**src/design/bcdlm_pkg.sv**
```systemverilog
package bcdlm_pkg;

   // Block lengths and the four-cell debounce limit.
   localparam int DETECT_SAMPLES   = 21;
   localparam int MONITOR_SAMPLES  = 67;
   localparam int LOW_STREAK_LIMIT = 40;

   // Field and state widths.
   localparam int CODE_W    = 12;
   localparam int SCALE_W   = 16;
   localparam int PROTECT_W = 10;
   localparam int MV_W      = 16;
   localparam int SUM_W     = 22;
   localparam int COUNT_W   = 7;
   localparam int STREAK_W  = 6;
   localparam int PACK_W    = 2;
   localparam int PROD_W    = CODE_W + SCALE_W;

   localparam logic [MV_W-1:0]     MV_MAX     = '1;
   localparam logic [SUM_W-1:0]    SUM_MAX    = '1;
   localparam logic [STREAK_W-1:0] STREAK_MAX = '1;

   // Microvolts to millivolts: floor(p / 1000) as (p * MV_RECIP) >> MV_DIV_SHIFT.
   // The shift is the product width plus ten, which makes the result exact.
   localparam int MV_DIV_SHIFT = PROD_W + 10;
   localparam int MV_RECIP_W   = PROD_W + 1;
   localparam longint unsigned MV_RECIP_L =
      ((64'd1 << MV_DIV_SHIFT) + 64'd999) / 64'd1000;
   localparam logic [MV_RECIP_W-1:0] MV_RECIP = MV_RECIP_W'(MV_RECIP_L);
   localparam int MV_Q_W = PROD_W + MV_RECIP_W - MV_DIV_SHIFT;

   // Block average: floor(sum / N) as (sum * recip) >> AVG_DIV_SHIFT.
   // With the shift at SUM_W + COUNT_W the quotient is exact for any N up to 127.
   localparam int AVG_DIV_SHIFT = SUM_W + COUNT_W;
   localparam int AVG_RECIP_W   = AVG_DIV_SHIFT + 1;
   localparam longint unsigned DET_RECIP_L =
      ((64'd1 << AVG_DIV_SHIFT) + 64'(DETECT_SAMPLES) - 64'd1) / 64'(DETECT_SAMPLES);
   localparam longint unsigned MON_RECIP_L =
      ((64'd1 << AVG_DIV_SHIFT) + 64'(MONITOR_SAMPLES) - 64'd1) / 64'(MONITOR_SAMPLES);
   localparam logic [AVG_RECIP_W-1:0] DET_RECIP = AVG_RECIP_W'(DET_RECIP_L);
   localparam logic [AVG_RECIP_W-1:0] MON_RECIP = AVG_RECIP_W'(MON_RECIP_L);
   localparam int AVG_Q_W = SUM_W + AVG_RECIP_W - AVG_DIV_SHIFT;

   // Pack type codes.
   localparam logic [PACK_W-1:0] PACK_UNKNOWN = 2'd0;
   localparam logic [PACK_W-1:0] PACK_3S      = 2'd1;
   localparam logic [PACK_W-1:0] PACK_4S      = 2'd2;

   // Classification windows in millivolts, both ends exclusive.
   localparam logic [MV_W-1:0] PACK_3S_LO_MV = 16'd10100;
   localparam logic [MV_W-1:0] PACK_3S_HI_MV = 16'd13600;
   localparam logic [MV_W-1:0] PACK_4S_LO_MV = 16'd13800;
   localparam logic [MV_W-1:0] PACK_4S_HI_MV = 16'd17400;

   // Low-battery thresholds before the protect term, in millivolts.
   localparam logic [MV_W-1:0] THR_3S_BASE_MV = 16'd10500;
   localparam logic [MV_W-1:0] THR_4S_BASE_MV = 16'd14200;

   // floor(x / 5) for x below 2**13 as (x * DIV5_RECIP) >> DIV5_SHIFT.
   localparam int DIV5_X_W   = PROTECT_W + 3;
   localparam int DIV5_SHIFT = DIV5_X_W + 3;
   localparam logic [DIV5_X_W:0] DIV5_RECIP = 14'd13108;

   // Configuration registers.
   localparam int CSR_IDX_W  = 1;
   localparam int CSR_DATA_W = SCALE_W;
   localparam logic [CSR_IDX_W-1:0] CSR_SCALE_IDX   = 1'd0;
   localparam logic [CSR_IDX_W-1:0] CSR_PROTECT_IDX = 1'd1;
   localparam logic [SCALE_W-1:0]   SCALE_RESET     = 16'd9036;

   typedef struct packed {
      logic [SCALE_W-1:0] scale;
      logic [MV_W-1:0]    thr_3s_mv;
      logic [MV_W-1:0]    thr_4s_mv;
   } cfg_type;

   typedef struct packed {
      logic            is_block;
      logic            monitor;
      logic            done;
      logic [MV_W-1:0] avg;
   } blk_type;

endpackage

```
**src/design/bcdlm_if.sv**
```systemverilog


interface bcdlm_rsp_if;
   logic                           valid;
   logic                           ready;
   logic [bcdlm_pkg::PACK_W-1:0]   cell_config;
   logic                           detect_done;
   logic                           low_battery;
   logic [bcdlm_pkg::MV_W-1:0]     average_mv;

   modport source (output valid, output cell_config, output detect_done,
                   output low_battery, output average_mv, input ready);
   modport sink (input valid, input cell_config, input detect_done,
                 input low_battery, input average_mv, output ready);
endinterface


```
**src/design/bcdlm_eval.sv**
```systemverilog
module bcdlm_eval (
   input  logic               clock,
   input  logic               reset,
   input  bcdlm_pkg::cfg_type cfg,
   input  logic               blk_valid,
   output logic               blk_ready,
   input  bcdlm_pkg::blk_type blk,
   bcdlm_rsp_if.source        rsp_bus
);

   logic                              out_valid_ff;
   logic                              load;
   logic [bcdlm_pkg::PACK_W-1:0]      pack_ff, pack_in;
   logic                              done_ff;
   logic                              low_ff, low_in;
   logic [bcdlm_pkg::MV_W-1:0]        avg_ff, avg_in;
   logic [bcdlm_pkg::STREAK_W-1:0]    streak_ff, streak_in;

   assign blk_ready = !out_valid_ff || rsp_bus.ready;
   assign load      = blk_valid && blk_ready;

   always_comb begin
      pack_in   = pack_ff;
      low_in    = low_ff;
      avg_in    = avg_ff;
      streak_in = streak_ff;
      if (blk.is_block) begin
         avg_in = blk.avg;
         if (!blk.monitor) begin
            if (blk.avg > bcdlm_pkg::PACK_3S_LO_MV && blk.avg < bcdlm_pkg::PACK_3S_HI_MV) begin
               pack_in = bcdlm_pkg::PACK_3S;
            end else if (blk.avg > bcdlm_pkg::PACK_4S_LO_MV &&
                         blk.avg < bcdlm_pkg::PACK_4S_HI_MV) begin
               pack_in = bcdlm_pkg::PACK_4S;
            end else begin
               pack_in = bcdlm_pkg::PACK_UNKNOWN;
            end
         end else begin
            case (pack_ff)
               bcdlm_pkg::PACK_3S: begin
                  low_in = (blk.avg < cfg.thr_3s_mv);
               end
               bcdlm_pkg::PACK_4S: begin
                  // A four-cell pack must read low for a run of blocks first.
                  if (blk.avg < cfg.thr_4s_mv) begin
                     if (streak_ff != bcdlm_pkg::STREAK_MAX) begin
                        streak_in = streak_ff + 1'b1;
                     end
                  end else begin
                     streak_in = '0;
                  end
                  low_in = (streak_in > bcdlm_pkg::STREAK_W'(bcdlm_pkg::LOW_STREAK_LIMIT));
               end
               default: ;
            endcase
         end
      end
   end

   always_ff @(posedge clock) begin
      if (reset) begin
         out_valid_ff <= 1'b0;
         pack_ff      <= bcdlm_pkg::PACK_UNKNOWN;
         done_ff      <= 1'b0;
         low_ff       <= 1'b0;
         avg_ff       <= '0;
         streak_ff    <= '0;
      end else begin
         if (blk_ready) out_valid_ff <= blk_valid;
         if (load) begin
            pack_ff   <= pack_in;
            done_ff   <= blk.done;
            low_ff    <= low_in;
            avg_ff    <= avg_in;
            streak_ff <= streak_in;
         end
      end
   end

   assign rsp_bus.valid       = out_valid_ff;
   assign rsp_bus.cell_config = pack_ff;
   assign rsp_bus.detect_done = done_ff;
   assign rsp_bus.low_battery = low_ff;
   assign rsp_bus.average_mv  = avg_ff;

   a_done_sticky: assert property (@(posedge clock) disable iff (reset) !$fell(done_ff))
      else $error("detect_done dropped without reset");

   a_low_after_detect: assert property (@(posedge clock) disable iff (reset)
      low_ff |-> (done_ff && pack_ff != bcdlm_pkg::PACK_UNKNOWN))
      else $error("low battery flagged before a known pack type");

   a_pack_frozen: assert property (@(posedge clock) disable iff (reset)
      (done_ff && $past(done_ff)) |-> $stable(pack_ff))
      else $error("pack type changed during monitoring");

   a_streak_only_4s: assert property (@(posedge clock) disable iff (reset)
      (streak_ff != '0) |-> (pack_ff == bcdlm_pkg::PACK_4S))
      else $error("low streak counted for a pack that is not four-cell");

endmodule

```
**src/flat_wrapper.sv**
```systemverilog
// flat-port wrapper written by rule: the top's interface ports become plain ports
module bcdlm_eval_flat 
  (clock, reset, cfg, blk_valid, blk_ready, blk, rsp_bus_valid, rsp_bus_cell_config, rsp_bus_detect_done, rsp_bus_low_battery, rsp_bus_average_mv, rsp_bus_ready);
  bcdlm_rsp_if rsp_bus_i ();
  input  logic clock;
  input  logic reset;
  input  bcdlm_pkg::cfg_type cfg;
  input  logic blk_valid;
  output logic blk_ready;
  input  bcdlm_pkg::blk_type blk;
  output wire logic [$bits(rsp_bus_i.valid)-1:0] rsp_bus_valid;
  output wire logic [$bits(rsp_bus_i.cell_config)-1:0] rsp_bus_cell_config;
  output wire logic [$bits(rsp_bus_i.detect_done)-1:0] rsp_bus_detect_done;
  output wire logic [$bits(rsp_bus_i.low_battery)-1:0] rsp_bus_low_battery;
  output wire logic [$bits(rsp_bus_i.average_mv)-1:0] rsp_bus_average_mv;
  input wire logic [$bits(rsp_bus_i.ready)-1:0] rsp_bus_ready;
  assign rsp_bus_valid = rsp_bus_i.valid;
  assign rsp_bus_cell_config = rsp_bus_i.cell_config;
  assign rsp_bus_detect_done = rsp_bus_i.detect_done;
  assign rsp_bus_low_battery = rsp_bus_i.low_battery;
  assign rsp_bus_average_mv = rsp_bus_i.average_mv;
  assign rsp_bus_i.ready = rsp_bus_ready;
  bcdlm_eval u_core (.clock(clock), .reset(reset), .cfg(cfg), .blk_valid(blk_valid), .blk_ready(blk_ready), .blk(blk), .rsp_bus(rsp_bus_i));
endmodule
```
**config.mk**
```make
export PLATFORM = sky130hd
export DESIGN_NAME = bcdlm_eval_flat
export DESIGN_NICKNAME = d
export VERILOG_FILES = /design/src/design/bcdlm_pkg.sv /design/src/design/bcdlm_if.sv /design/src/design/bcdlm_eval.sv /design/src/flat_wrapper.sv
export SDC_FILE = /design/constraint.sdc
export NUM_CORES = 1
export LEC_CHECK = 0
export BUFFER_PORTS_ARGS = -buffer_cell sky130_fd_sc_hd__buf_2
export CAP_MARGIN = 0
export CELL_PAD_IN_SITES_DETAIL_PLACEMENT = 0
export CELL_PAD_IN_SITES_GLOBAL_PLACEMENT = 1
export CORE_MARGIN = 2
export CORE_UTILIZATION = 29
export CTS_BUF_LIST = sky130_fd_sc_hd__clkbuf_4
export DETAILED_ROUTE_END_ITERATION = 12
export MAX_ROUTING_LAYER = met4
export PLACE_DENSITY_LB_ADDON = 0.05
export SYNTH_ARGS = -nofsm -noshare
export SYNTH_HDL_FRONTEND = slang
export SYNTH_SLANG_ARGS = --single-unit
```
**constraint.sdc**
```tcl
create_clock -name clock -period 4.7 [get_ports clock]
set_input_delay 0.705 -clock clock [delete_from_list [all_inputs] [get_ports clock]]
set_output_delay 0.705 -clock clock [all_outputs]
set_load 0.03 [all_outputs]
```
==> results.py, run 1 <==
metrics = {
    "status": {
        "outcome": "finished, final reports clean",
    },
    "critical_path": {
        "slowest_stage": "a31oi_4",
        "cp.required_ns": 4.95,
        "cpPeakStageDelay_ns": 0.31,
        "path_max_fanout": 7,
        "arrival_ns": 2.30,
        "cp-start-kind": "primary input",
        "crit_chain": "buf_2 > ha_1 > a211o_1 > a31oi_1 > o31ai_1 > a31oi_4 > a21oi_1 > nor3_1",
        "worstSetupEndpointType": "flip-flop",
        "crit_type": "primary input to flip-flop",
    },
    "synth": {
        "synth_area_per_cell_um2": 7.588,
        "ys_seq_area_share_pct": 25.62,
        "synth_fp_nets": 381,
        "syn_area_um2": 2110,
        "synth_flop_cell": "dfxtp_1",
        "synthArstFlopShare_pct": 0,
        "synth_edf_count": 0,
        "ys_warn_count": 0,
        "netlist_instances": 278,
        "ys_seq_elements": 27,
        "synth.distinct_cells": 48,
    },
    "power": {
        "p_seq_share_pct": 48.8,
        "vdd_ir_drop_max_mv": 0.1289,
        "swShare_pct": 33.46,
        "switchingPower_mw": 0.1653,
        "comb_power_share_pct": 30.7,
        "cellPowerDensity_nw_per_um2": 190.2,
        "internal_power_mw": 0.3288,
        "p_clk_share_pct": 20.5,
        "power.leakage_nw": 1.278,
    },
    "finish": {
        "utilization_pct": 36.40,
        "n_antenna_cell": 0,
        "nets": 455,
        "drive_gt1_share_pct": 25.07,
        "fillers": 841,
        "stdcell_area_um2": 2597,
        "finalNonFillerCells": 450,
        "multi_input_comb_area_um2": 1394,
        "syn_to_final_growth_pct": 23.13,
        "layout_commonest_cell": "buf_2",
        "layout_common_cells": "buf_2, nand2_1, inv_1",
        "ff_latch_area_um2": 540.5,
    },
    "clock_network": {
        "cts_root_buf": "clkbuf_4",
        "clockBufferDepth": 2,
        "cts_sinks": 27,
        "worstSkewPairLatency_ns": 0.33,
        "cts_hold_buf": 0,
        "cts.htree.levels": 1,
        "ctsResizeCount": 0,
        "tritoncts": "done",
        "cts.clk_slew.worst_paths_ns": 0.15,
        "cts_made_buffers": 3,
        "cts_setup_buffers": 0,
    },
    "floorplan": {
        "io_pins": 93,
        "start_util_pct": 29.56,
        "dieArea_um2": 7973,
        "chipWidth_um": 89.29,
        "rows": 31,
        "die_height_um": 89.29,
        "core_area_um2": 7137,
    },
    "route": {
        "vias": 2121,
        "route.detailed.drc": 0,
        "viasPerCell": 4.713,
        "ant_nets": 0,
        "firstDrtPassIters": 4,
        "wl_um": 5738,
        "initialDrtViolationCount": 75,
        "wl_per_cell_um": 12.75,
    },
    "place": {
        "globalplace.congestion": 0.7213,
        "place_hpwl_um": 4550,
        "dpl_cell_area_um2": 2570,
        "portBuffers": 76,
        "dp_cells": 446,
        "dp_slack_ns": 2.203,
    },
    "worst_hold_path": {
        "hold_path.class": "flip-flop to flip-flop",
    },
    "timing": {
        "hold_violations": 0,
        "clock_skew_ns": 0.006506,
        "tightest_slew_ns": 0.5630,
        "fin_crit_sh_pct": 43.58,
        "rsz0062_at_grt": "no",
        "timing.fmax_ghz": 0.4883,
        "finalSetupTns_ns": 0,
        "slew_viol_final": 0,
        "slew_headroom_pct": 62.47,
        "timing.final.crit_period_ns": 2.048,
        "setup_viol": 0,
        "setup_slack_ns": 2.652,
    },
    "global_routing": {
        "grt_pass1_wl_um": 9425,
        "gr-usage-all-layers_pct": 15.37,
        "antenna_found_initial": 0,
        "overflow": 0,
        "grt_max_degree": 30,
        "grt_pass1_vias": 2028,
    },
    "run": {
        "maxCapViolCount": 0,
    },
}
area by class of cell:
class	count	share of cell area, %
clock buffer	3	0.8671
clock inverter	1	0.1927
inverter	35	5.058
multi-input combinational	209	53.66
sequential	27	20.81
tap	99	4.769
timing repair buffer	76	14.64
sequential cells by signal, summed over array words and instances, names as in the netlist:
register                    cells
u_core.rsp_bus.cell_config      2
u_core.rsp_bus.average_mv      16
u_core.rsp_bus.low_battery      1
u_core.streak_ff                6
u_core.rsp_bus.valid            1
u_core.rsp_bus.detect_done      1
synth_stat cells (all sizes together) (2+ instances only):
master	number	area, um^2
inv	35	131.4
nor3	5	25.02
nand4	8	50.05
a211oi	5	37.54
nand3	10	60.06
a21oi	33	165.2
and3	4	35.03
nor2	15	56.30
buf	5	36.28
a21o	2	15.01
nor3b	2	15.01
o21ai	13	65.06
a22oi	2	15.01
nor4	3	18.77
a31oi	3	33.78
dfxtp	27	540.5
a211o	2	17.52
clkbuf	2	7.510
xnor2	2	17.52
nand2b	2	20.02
ha	32	400.4
o21a	3	22.52
nand2	45	168.9
cell families after synthesis:
logic type / after synthesis / share of synthesized area, %
compound gates: 73 / 22.12
xor+xnor: 2 / 0.8305
fa+ha+maj: 32 / 18.98
buf+inv: 42 / 8.304
flops: 27 / 25.62
simple gates: 102 / 24.14
metrics by stage:
stage          hold slack, ns  power, mW
2_1_floorplan          0.4828     0.3395
3_3_place_gp           0.4409     0.3994
4_1_cts                0.4671     0.5079
5_1_grt                0.4845     0.5349
3_5_place_dp           0.4463     0.4004
6_report               0.4639     0.4941
metal layers:
metal	vias to the layer above	track usage (%)	part of all wire (%)
li1	1130	-	-
met1	948	19.84	48
met2	41	26.06	47
met3	2	3.232	4.7
met4	0	0.8141	0.21
met5	-	-	0
critical path, delay by kind of cell:
family,cells,cell delay [ns]
buf+inv,1,0.13
simple gates,1,0.18
fa+ha+maj,1,0.29
compound gates,5,1.00
worst paths after layout:
check / from / slack (ns) / depth (start not counted) / end
worst min-delay path: u_core.rsp_bus.average_mv[4] / 0.46 / 2 / u_core.rsp_bus.average_mv[4]
worst max register to register: u_core.streak_ff[0] / 3.04 / 6 / u_core.rsp_bus.low_battery
worst min register to register: u_core.rsp_bus.average_mv[4] / 0.46 / 2 / u_core.rsp_bus.average_mv[4]
worst max-delay path: blk[2] / 2.65 / 8 / u_core.streak_ff[5]
power groups by stage:
stage               Clock, mW  Combinational, mW  Sequential (mW)
finish                  0.101              0.152            0.241
global route            0.118              0.174            0.242
CTS                     0.112              0.155            0.241
detailed placement          0              0.154            0.246
global placement            0              0.153            0.246
floorplan                   0             0.0781            0.261
(Power assumes the default switching activity.)
==> run 2, diff against run 1 <==
- clock period: 4.7 -> 2.1 ns (I/O delays scaled with it)
==> run 2 against run 1 <==
Net effect: sequential share of layout area fell by 0.35 points; worst setup slack got worse by 2.2 ns; sequential cell count did not move; clock skew rose by 0.00071 ns; clock power rose by 120%; largest cell class unchanged; register-to-register slack got worse by 2.6 ns; critical path depth fell by 3; routed wire length rose by 1.8%; global-route usage rose by 0.18 points.
==> results.py, run 2 (synthesis results as in run 1) <==
metrics = {
    "finish": {
        "layout_commonest_cell": "buf_2",
        "nets": 461,
        "stdcell_area_um2": 2643,
        "drive_gt1_share_pct": 26.33,
        "n_antenna_cell": 0,
        "layout_common_cells": "buf_2, nand2_1, inv_1",
        "finalNonFillerCells": 456,
        "syn_to_final_growth_pct": 25.27,
        "largest_reg_flops": 16,
        "utilization_pct": 37.03,
    },
    "floorplan": {
        "chipWidth_um": 89.29,
        "dieArea_um2": 7973,
        "die_height_um": 89.29,
        "io_pins": 93,
        "core_area_um2": 7137,
        "rows": 31,
        "start_util_pct": 29.56,
    },
    "clock_network": {
        "worstSkewPairLatency_ns": 0.33,
        "tritoncts": "done",
        "cts_setup_buffers": 0,
        "ctsResizeCount": 0,
        "cts.htree.levels": 1,
        "cts_hold_buf": 0,
        "clockBufferDepth": 2,
        "cts_root_buf": "clkbuf_4",
        "cts_sinks": 27,
        "cts_made_buffers": 3,
        "cts.clk_slew.worst_paths_ns": 0.15,
    },
    "critical_path": {
        "cpPeakStageDelay_ns": 0.47,
        "arrival_ns": 1.87,
        "cp.required_ns": 2.30,
        "crit_type": "flip-flop to flip-flop",
        "worstSetupEndpointType": "flip-flop",
        "path_max_fanout": 7,
        "slowest_stage": "dfxtp_1",
        "cp-start-kind": "flip-flop",
        "crit_chain": "ha_1 > nand4_1 > and3_1 > o21ai_1 > a21oi_1",
        "r2r_cells": 5,
    },
    "global_routing": {
        "gr-usage-all-layers_pct": 15.55,
        "overflow": 0,
        "grt_pass1_vias": 2016,
        "grt_max_degree": 30,
        "antenna_found_initial": 0,
        "grt_pass1_wl_um": 9584,
    },
    "route": {
        "vias": 2162,
        "wl_per_cell_um": 12.81,
        "firstDrtPassIters": 4,
        "route.detailed.drc": 0,
        "viasPerCell": 4.741,
        "initialDrtViolationCount": 66,
        "wl_um": 5843,
        "ant_nets": 0,
    },
    "worst_hold_path": {
        "hold_path.class": "primary input to flip-flop",
        "hold_path_depth": 3,
    },
    "timing": {
        "clock_skew_ns": 0.007213,
        "finalSetupTns_ns": 0,
        "hold_violations": 0,
        "setup_viol": 0,
        "slew_headroom_pct": 61.02,
        "tightest_slew_ns": 0.5847,
        "fin_hold_ws_ns": 0.2305,
        "timing.fmax_ghz": 0.5978,
        "setup_slack_ns": 0.4273,
        "timing.final.crit_period_ns": 1.673,
        "slew_viol_final": 0,
        "rsz0062_at_grt": "no",
        "fin_crit_sh_pct": 79.65,
    },
    "power": {
        "vdd_ir_drop_max_mv": 0.2732,
        "cellPowerDensity_nw_per_um2": 422.3,
        "total_power_mw": 1.116,
        "power.leakage_nw": 1.307,
    },
    "place": {
        "portBuffers": 76,
        "globalplace.congestion": 0.7751,
        "place_hpwl_um": 4687,
        "dp_cells": 452,
        "dpl_cell_area_um2": 2615,
        "dp_slack_ns": 0.05270,
    },
    "status": {
        "outcome": "finished, final reports clean",
    },
    "run": {
        "maxCapViolCount": 0,
    },
}
## run 2: power breakdown
part	internal (mW)	switching, mW	total [mW]
sequential	0.530	0.00938	0.539
clock	0.0715	0.156	0.227
combinational	0.143	0.206	0.350
total	0.745	0.371	1.12
## run 2: per-layer routing
layer	part of all wire (%)	up-vias	wire [um]	global-route usage (%)
met1	48	975	2776	20.74
met4	0.24	0	14	0.8141
li1	-	1136	-	-
met5	0	-	0	-
met2	48	49	2811	25.86
met3	4.1	2	241	2.862
## run 2: final cells by class
| class | count | area (um^2) |
|---|---|---|
| clock buffers | 3 | 22.52 |
| clock inverters | 1 | 5.005 |
| fillers | 835 | 4494 |
| inverters | 35 | 131.4 |
| multi-input cells | 209 | 1394 |
| flip-flops and latches | 27 | 540.5 |
| well taps | 99 | 123.9 |
| repair buffers | 82 | 425.4 |
## run 2: worst max-delay path, delay by kind of cell (launching register included)
family	cells	cell delay, ns
simple gates	2	0.58
flops	1	0.47
fa+ha+maj	1	0.29
compound gates	2	0.20
## run 2: worst paths after layout
path,start,endpoint,slack [ns]
worst min register to register,u_core.rsp_bus.average_mv[12],u_core.rsp_bus.average_mv[12],0.46
worst min-delay path,blk[16],u_core.rsp_bus.detect_done,0.23
worst max register to register,u_core.streak_ff[0],u_core.streak_ff[1],0.43
worst max-delay path,u_core.streak_ff[0],u_core.streak_ff[1],0.43
